## config.mk

```make
export PLATFORM = sky130hd
export DESIGN_NAME = d2q9_moments
export DESIGN_NICKNAME = d
export VERILOG_FILES = /design/src/rtl/d2q9_pkg.sv /design/src/rtl/d2q9_moments.sv
export SDC_FILE = /design/constraint.sdc
export NUM_CORES = 1
export LEC_CHECK = 0
export BUFFER_PORTS_ARGS = -buffer_cell sky130_fd_sc_hd__buf_2
export CORE_UTILIZATION = 44
export DETAILED_ROUTE_END_ITERATION = 8
export PLACE_DENSITY = 0.67
export SYNTH_ARGS = -nofsm -noshare
export SYNTH_HDL_FRONTEND = slang
export SYNTH_SLANG_ARGS = --single-unit
```

## constraint.sdc

```tcl
create_clock -name clock -period 9.88 [get_ports clock]
set_input_delay 0.494 -clock clock [delete_from_list [all_inputs] [get_ports clock]]
set_output_delay 0.494 -clock clock [all_outputs]
set_load 0.01 [all_outputs]
```

## src/rtl/d2q9_pkg.sv

```systemverilog
// ----------------------------------------------------------------------------
// d2q9_pkg
// Shared types, constants and helpers of the D2Q9 BGK collision pipeline.
// ----------------------------------------------------------------------------
package d2q9_pkg;

   localparam int FRAC_BITS   = 28;
   localparam int DATA_W      = 32;
   localparam int OMEGA_W     = 29;
   localparam int LANES       = 9;
   localparam int DIV_STAGES  = 31;
   localparam int MOM_LAT     = 3;
   localparam int LANE_LAT    = 10;
   localparam int E0_IDX      = MOM_LAT + DIV_STAGES + 1;
   localparam int PIPE_LAT    = E0_IDX + 1 + LANE_LAT;
   localparam int RECIP_SHIFT = 37;

   localparam logic [OMEGA_W-1:0] OMEGA_RESET = 29'd479349029;

   typedef logic [LANES-1:0][DATA_W-1:0] dist_vec_type;

   typedef enum logic [1:0] {
      WGT_REST,
      WGT_AXIS,
      WGT_DIAG
   } wgt_type;

   // divider request: magnitudes, result sign and special cases
   typedef struct packed {
      logic [31:0] un;
      logic [31:0] ud;
      logic        neg;
      logic        zero;
      logic        ovf;
   } div_op_type;

   typedef struct packed {
      logic [31:0] rem;
      logic [30:0] quo;
      logic [2:0]  lo;
      logic [31:0] ud;
      logic        neg;
      logic        zero;
      logic        ovf;
   } div_st_type;

   localparam logic signed [1:0] DIR_X [LANES] = '{2'sd0, 2'sd1, 2'sd0, -2'sd1, 2'sd0,
                                                   2'sd1, -2'sd1, -2'sd1, 2'sd1};
   localparam logic signed [1:0] DIR_Y [LANES] = '{2'sd0, 2'sd0, 2'sd1, 2'sd0, -2'sd1,
                                                   2'sd1, 2'sd1, -2'sd1, -2'sd1};

   function automatic wgt_type lane_wgt(input int idx);
      wgt_type w;
      if (idx == 0) w = WGT_REST;
      else if (idx < 5) w = WGT_AXIS;
      else w = WGT_DIAG;
      return w;
   endfunction

   // ceil(2^37 * w) for weights 4/9, 1/9, 1/36
   function automatic logic [35:0] wgt_recip(input wgt_type w);
      logic [35:0] m;
      case (w)
         WGT_REST: m = 36'd61083979321;
         WGT_AXIS: m = 36'd15270994831;
         WGT_DIAG: m = 36'd3817748708;
         default:  m = 36'd15270994831;
      endcase
      return m;
   endfunction

   function automatic logic signed [31:0] sat32(input logic signed [67:0] x);
      logic signed [31:0] r;
      if (x > 68'sd2147483647) r = 32'sh7fffffff;
      else if (x < -68'sd2147483648) r = 32'sh80000000;
      else r = x[31:0];
      return r;
   endfunction

   function automatic logic signed [35:0] ext36(input logic [31:0] v);
      return 36'(signed'(v));
   endfunction

endpackage

```

## src/rtl/d2q9_moments.sv

```systemverilog
// ----------------------------------------------------------------------------
// d2q9_moments
// Density and momentum sums, then magnitude and sign setup for the dividers.
// ----------------------------------------------------------------------------
module d2q9_moments (
   input  logic                        clock,
   input  logic                        en,
   input  d2q9_pkg::dist_vec_type      f_in,
   output d2q9_pkg::div_op_type        div_x,
   output d2q9_pkg::div_op_type        div_y,
   output logic signed [31:0]          rho
);

   logic signed [35:0] rest_ff, ex_ff, wx_ff, ny_ff, sy_ff;
   logic signed [31:0] rho_ff, jx_ff, jy_ff;
   logic signed [31:0] rho3_ff;
   d2q9_pkg::div_op_type opx_ff, opy_ff, opx_in, opy_in;
   logic [31:0] ud;

   always_ff @(posedge clock) begin
      if (en) begin
         rest_ff <= d2q9_pkg::ext36(f_in[0]) + d2q9_pkg::ext36(f_in[2])
                  + d2q9_pkg::ext36(f_in[4]);
         ex_ff   <= d2q9_pkg::ext36(f_in[1]) + d2q9_pkg::ext36(f_in[5])
                  + d2q9_pkg::ext36(f_in[8]);
         wx_ff   <= d2q9_pkg::ext36(f_in[3]) + d2q9_pkg::ext36(f_in[6])
                  + d2q9_pkg::ext36(f_in[7]);
         ny_ff   <= d2q9_pkg::ext36(f_in[2]) + d2q9_pkg::ext36(f_in[5])
                  + d2q9_pkg::ext36(f_in[6]);
         sy_ff   <= d2q9_pkg::ext36(f_in[4]) + d2q9_pkg::ext36(f_in[7])
                  + d2q9_pkg::ext36(f_in[8]);
      end
   end

   always_ff @(posedge clock) begin
      if (en) begin
         rho_ff <= d2q9_pkg::sat32(68'(rest_ff + ex_ff + wx_ff));
         jx_ff  <= d2q9_pkg::sat32(68'(ex_ff - wx_ff));
         jy_ff  <= d2q9_pkg::sat32(68'(ny_ff - sy_ff));
      end
   end

   always_comb begin
      ud = rho_ff[31] ? 32'(-rho_ff) : 32'(rho_ff);
      opx_in.un   = jx_ff[31] ? 32'(-jx_ff) : 32'(jx_ff);
      opx_in.ud   = ud;
      opx_in.neg  = jx_ff[31] ^ rho_ff[31];
      opx_in.zero = (rho_ff == 32'sd0);
      opx_in.ovf  = {3'b000, opx_in.un} >= {ud, 3'b000};
      opy_in.un   = jy_ff[31] ? 32'(-jy_ff) : 32'(jy_ff);
      opy_in.ud   = ud;
      opy_in.neg  = jy_ff[31] ^ rho_ff[31];
      opy_in.zero = (rho_ff == 32'sd0);
      opy_in.ovf  = {3'b000, opy_in.un} >= {ud, 3'b000};
   end

   always_ff @(posedge clock) begin
      if (en) begin
         opx_ff  <= opx_in;
         opy_ff  <= opy_in;
         rho3_ff <= rho_ff;
      end
   end

   assign div_x = opx_ff;
   assign div_y = opy_ff;
   assign rho   = rho3_ff;

endmodule

```

---- Yosys cells after proc, flatten, opt, wreduce, memory -nomap -nowiden ----
Index checks and enable logic that the tools add are counted.
cells by class
  add/subtract/negate cells ............... 17
  multiply operators ...................... 0
  divide/modulo/power cells ............... 0
  magnitude comparators ................... 8
  eq/ne operators ......................... 0
  shift-type cells ........................ 0
  multiplexer cells ....................... 6
  bitwise logic cells ..................... 2
  reductions and logical operators ........ 1
operators with widths
  kind                                                                                number
  32-bit two-way mux                                                                  6
  33-bit by 32-bit adder with 34-bit output                                           5
  32-bit by 32-bit adder with 33-bit output                                           5
  32-bit negation                                                                     3
  32-bit by 35-bit greater-or-equal comparator with 1-bit output                      2
  35-bit by 32-bit greater-than comparator with 1-bit output (second input constant)  2
  35-bit by 32-bit less-than comparator with 1-bit output (second input constant)     2
  34-bit by 34-bit subtractor with 35-bit output                                      2
  35-bit by 34-bit adder with 36-bit output                                           1
  36-bit by 32-bit greater-than comparator with 1-bit output (second input constant)  1
  36-bit by 32-bit less-than comparator with 1-bit output (second input constant)     1
  34-bit by 34-bit adder with 35-bit output                                           1
  32-bit zero test                                                                    1
  1-bit bitwise XOR                                                                   2
storage, ports and cells
  register bits ........................... 399
  bits in latches ......................... 0
  bits in writable memories ............... 0
  memory bits (read-only) ................. 0
  output and inout bits ................... 166
  word-level logic and storage cells ...... 51
  memories kept ........................... 0

---- Longest topological paths before layout ----
  depth after elaboration ................. 4
  mapped depth ............................ 21
  depth with buffers taken out ............ 21

---- Worst setup path before layout ----
Ideal clock, no wire load.
  kind .................................... reg2reg
  start ................................... reg rho_ff[0]
  end ..................................... reg opx_ff, in the netlist div_x[0] (data pin)
  library setup time ...................... 261 ps
  arrival ................................. 3,897 ps
  slack ................................... 5,723 ps
  cell stages (with the launch flop) ...... 21
  path buffers ............................ 0
  period minus slack after synthesis ...... 4,157 ps
  cell sequence ........................... edfxtp_1 -> inv_1 -> ha_1 -> nand2_1 -> or3_1 -> or3_4 -> or3_4 -> or4_1 -> o21ai_0 -> xnor2_1 -> inv_1 -> ha_1 -> and4_1 -> nand2_1 -> nor3_1 -> nand2_1 -> o211ai_1 -> a21oi_1 -> o211ai_1 -> a221oi_1 -> nor2_1
RTL lines
  item                      line                RTL
  start: declaration        d2q9_moments.sv:15  logic signed [31:0] rho_ff, jx_ff, jy_ff;
  start signal: assignment  d2q9_moments.sv:37  rho_ff <= d2q9_pkg::sat32(68'(rest_ff + ex_ff + wx_ff));
  end signal: assignment    d2q9_moments.sv:59  opx_ff <= opx_in;
  end: declaration          d2q9_moments.sv:17  d2q9_pkg::div_op_type opx_ff, opy_ff, opx_in, opy_in;

==> flow_summary_export.csv <==
group,metric,value,unit
floorplanning,die_area,75440,µm²
floorplanning,top_level_ports,456,
cts,cts.clk_slew.worst_paths,0.06,ns
floorplanning,die_w,274.7,µm
worst_hold_path,min_to,"ny_ff[13]",
grt,grt_max_degree,189,
setup_path,critPathMostFrequentCell,"or4_1",
timing,fin_worst_skew,0.02280,ns
timing,worst_pin_slew,1.171,ns
floorplanning,die_h,274.7,µm
grt,gr-usage-all-layers,0.2465,
cts,insertion_delay,0.59,ns
setup_path,cp_data_required_time,10.31,ns
worst_hold_path,hold_path.startpoint,"en",
timing,period_share,0.5103,
cells_and_area,layout-drive-gt1-share,0.1676,
timing,timing_hold_violations_final,0,
setup_path,rrSetupSlack,4.84,ns
synthesis,ys_seq_area_frac,0.3653,
synthesis,synth_most_common_cell,"edfxtp_1",
synthesis,yosys_warnings,0,
worst_hold_path,hold_path_depth,1,
synthesis,ys_ff_latch,398,
timing,worst_slack,4.838,ns
detailed_routing,ant_nets,0,
setup_path,critical_path_class,"reg -> reg",
job,cap_viol_max_count,0,
power,p_leak,15.84,nW
setup_path,cp-end-kind,"flop",
grt,overflow,0,
cells_and_area,syn_to_final_growth,14.25,%
cts,cts_setup_buffers,0,
synthesis,synth-edff-count,398,
synthesis,synthesis.area,32710,µm²
synthesis,yosysTopAreaCellShare,0.3653,
synthesis,synth_common_cells,"edfxtp_1 (398), ha_1 (324), xnor2_1 (230)",
placement,dp_hpwl,80130,µm
cts,cts.repair.resized,0,
grt,antenna_found_initial,4,
detailed_routing,detail_route.wirelength,94280,µm
timing,tns,0,ns
cts,htree_levels,2,
synthesis,synth_fp_nets,3807,
floorplanning,core,73210,µm²
detailed_routing,firstDrtPassIters,7,
placement,port_buffers,455,
timing,slew_violations,0,
placement,finalWeightedCongestion,0.9792,
floorplanning,start_util,0.4469,
timing,fmax,0.1983,GHz
power,ir_drop,304.9,µV
setup_path,r2r-end,"div_y[0]",
synthesis,yosysTopAreaCell,"edfxtp_1",
cts,cts_buffers,46,
setup_path,crit_path_top_delay_cell,"or4_1",
synthesis,synth_ff_type,"edfxtp_1",
setup_path,r2r_cells,14,
cts,hold_buffers,0,
setup_path,cp_data_arrival_time,5.47,ns
synthesis,postSynthAreaPerCell,10.94,µm²
detailed_routing,drt-wirelength-per-cell,21.26,µm
worst_hold_path,hp-class,"in -> reg",
cts,cts_tree,"built",
cells_and_area,fin_nets,4251,
timing,setup_viol,0,
setup_path,critPathMaxFanout,5,
setup_path,worstPathCellList,"or4_1, nor4_2, nand2b_1, or3_1, or4_1, o41ai_1, xnor2_1, ha_1, nand4_1, nor4_1, o21ai_0, a211oi_1, o31ai_1, a31oi_1",
timing,finalCriticalPeriod,5.042,ns
timing,rsz0062_at_grt,"false",
synthesis,synthCells,2991,
detailed_routing,drc,62,
cts,clock_path_buffers,3,
floorplanning,rows,99,
cts,clock_sinks,398,
timing,hold_slack,0.3602,ns
setup_path,max_stage_delay,0.64,ns
synthesis,yosys-top-cells-area,"edfxtp_1 (37%), ha_1 (12%), fa_1 (12%)",
grt,grt_pass1_vias,24110,
grt,grt_pass1_wl,141200,µm
power,power.total,13.05,mW
detailed_routing,via_per_inst,5.523,
setup_path,cp-start-kind,"flop",
cts,root_buffer,"clkbuf_16",
status,violations,"design-rule violations",
detailed_routing,vias,24490,
synthesis,ys_types,88,
status,outcome,"complete, but fails checks",
timing,max_slew_margin,0.2093,
placement,pre_cts_ws,4.871,ns
detailed_routing,drtIter0Drc,1679,
setup_path,worstReg2RegStart,"jy_ff[11]",
power,power.density,349.3,nW/µm²
synthesis,async_reset_ff_frac,0,
[cells in the final DEF (no fill, tap or decap), drive strengths merged, types with 40 or more instances in the layout]
cell type,count
a21oi,226
fa,202
ha,324
xnor2,231
o31ai,41
inv,227
a21o,148
nor2,129
o21a,48
xor2,79
edfxtp,398
o21ai,221
nor2b,40
buf,469
nand2,138
nand2b,54
clkbuf,53
[worst max-delay path: cells and delay by family (launching register included)]
| family | cells | cell delay [ns] |
|---|---|---|
| xor+xnor | 1 | 0.18 |
| flops | 1 | 0.47 |
| simple gates | 7 | 2.59 |
| compound gates | 5 | 1.30 |
| fa+ha+maj | 1 | 0.33 |
[routing by layer]
metal  vias up  wire, µm  global-route usage
li1      11840         -                   -
met1     11790     43760              0.3503
met2       751     43770              0.4030
met3       112      4993             0.03107
met4         0      1757             0.05161
met5         -         0                   0
[flip-flops by register name (all words and copies together), names as in the netlist]
name	count
div_y	66
div_x	34
ny_ff	34
jy_ff	32
wx_ff	34
rho	32
rho_ff	32
rest_ff	34
jx_ff	32
ex_ff	34
sy_ff	34
[cell type report]
class	instances	area, µm²
Antenna cell	4	10.01
Inverter	223	837.1
Multi-Input combinational cell	2297	19500
Sequential cell	398	11950
Timing Repair Buffer	469	2405
Fill cell	6585	35830
Clock inverter	32	294.0
Clock buffer	53	1177
Tap cell	959	1200
[stage by stage]
| step | instance area, µm² | cells | utilization |
|---|---|---|---|
| floorplan | 32710 | 2991 | - |
| global placement | 35890 | 4346 | 0.4903 |
| detailed placement | 35890 | 4346 | 0.4903 |
| CTS | 37370 | 4431 | 0.5104 |
| global route | 37370 | 4434 | 0.5105 |
| finish | 37380 | 4435 | 0.5106 |
[worst max path at each step]
stage,start,end,slack (ns)
6_report,jy_ff[11],div_y[0],4.84
5_1_grt,jy_ff[11],div_y[0],4.52
4_1_cts,jy_ff[11],div_y[0],4.83
3_5_place_dp,f_in[129],sy_ff[33],4.87
3_3_place_gp,f_in[129],sy_ff[33],4.88
2_1_floorplan,rho_ff[0],div_x[0],5.72
[cells by family (layout without fill, tap and decap cells)]
kind of cell / Yosys count / after routing / synth area share
XOR/XNOR: 310 / 310 / 0.08323
buffers and inverters: 296 / 777 / 0.03917
other: 0 / 4 / 0
AND/OR/NAND/NOR: 578 / 578 / 0.09000
AO/OA/AOI/OAI: 880 / 880 / 0.1738
adder cells (fa/ha/maj): 526 / 526 / 0.2475
multiplexers: 3 / 3 / 0.0009562
flip-flops: 398 / 398 / 0.3653
[report_power, final]
part | switching [mW] | total, mW | internal [mW]
clock network | 0.714 | 1.66 | 0.946
logic | 4.78 | 7.98 | 3.19
registers | 0.448 | 3.42 | 2.97
total | 5.94 | 13.1 | 7.11
(Power assumes the default switching activity.)
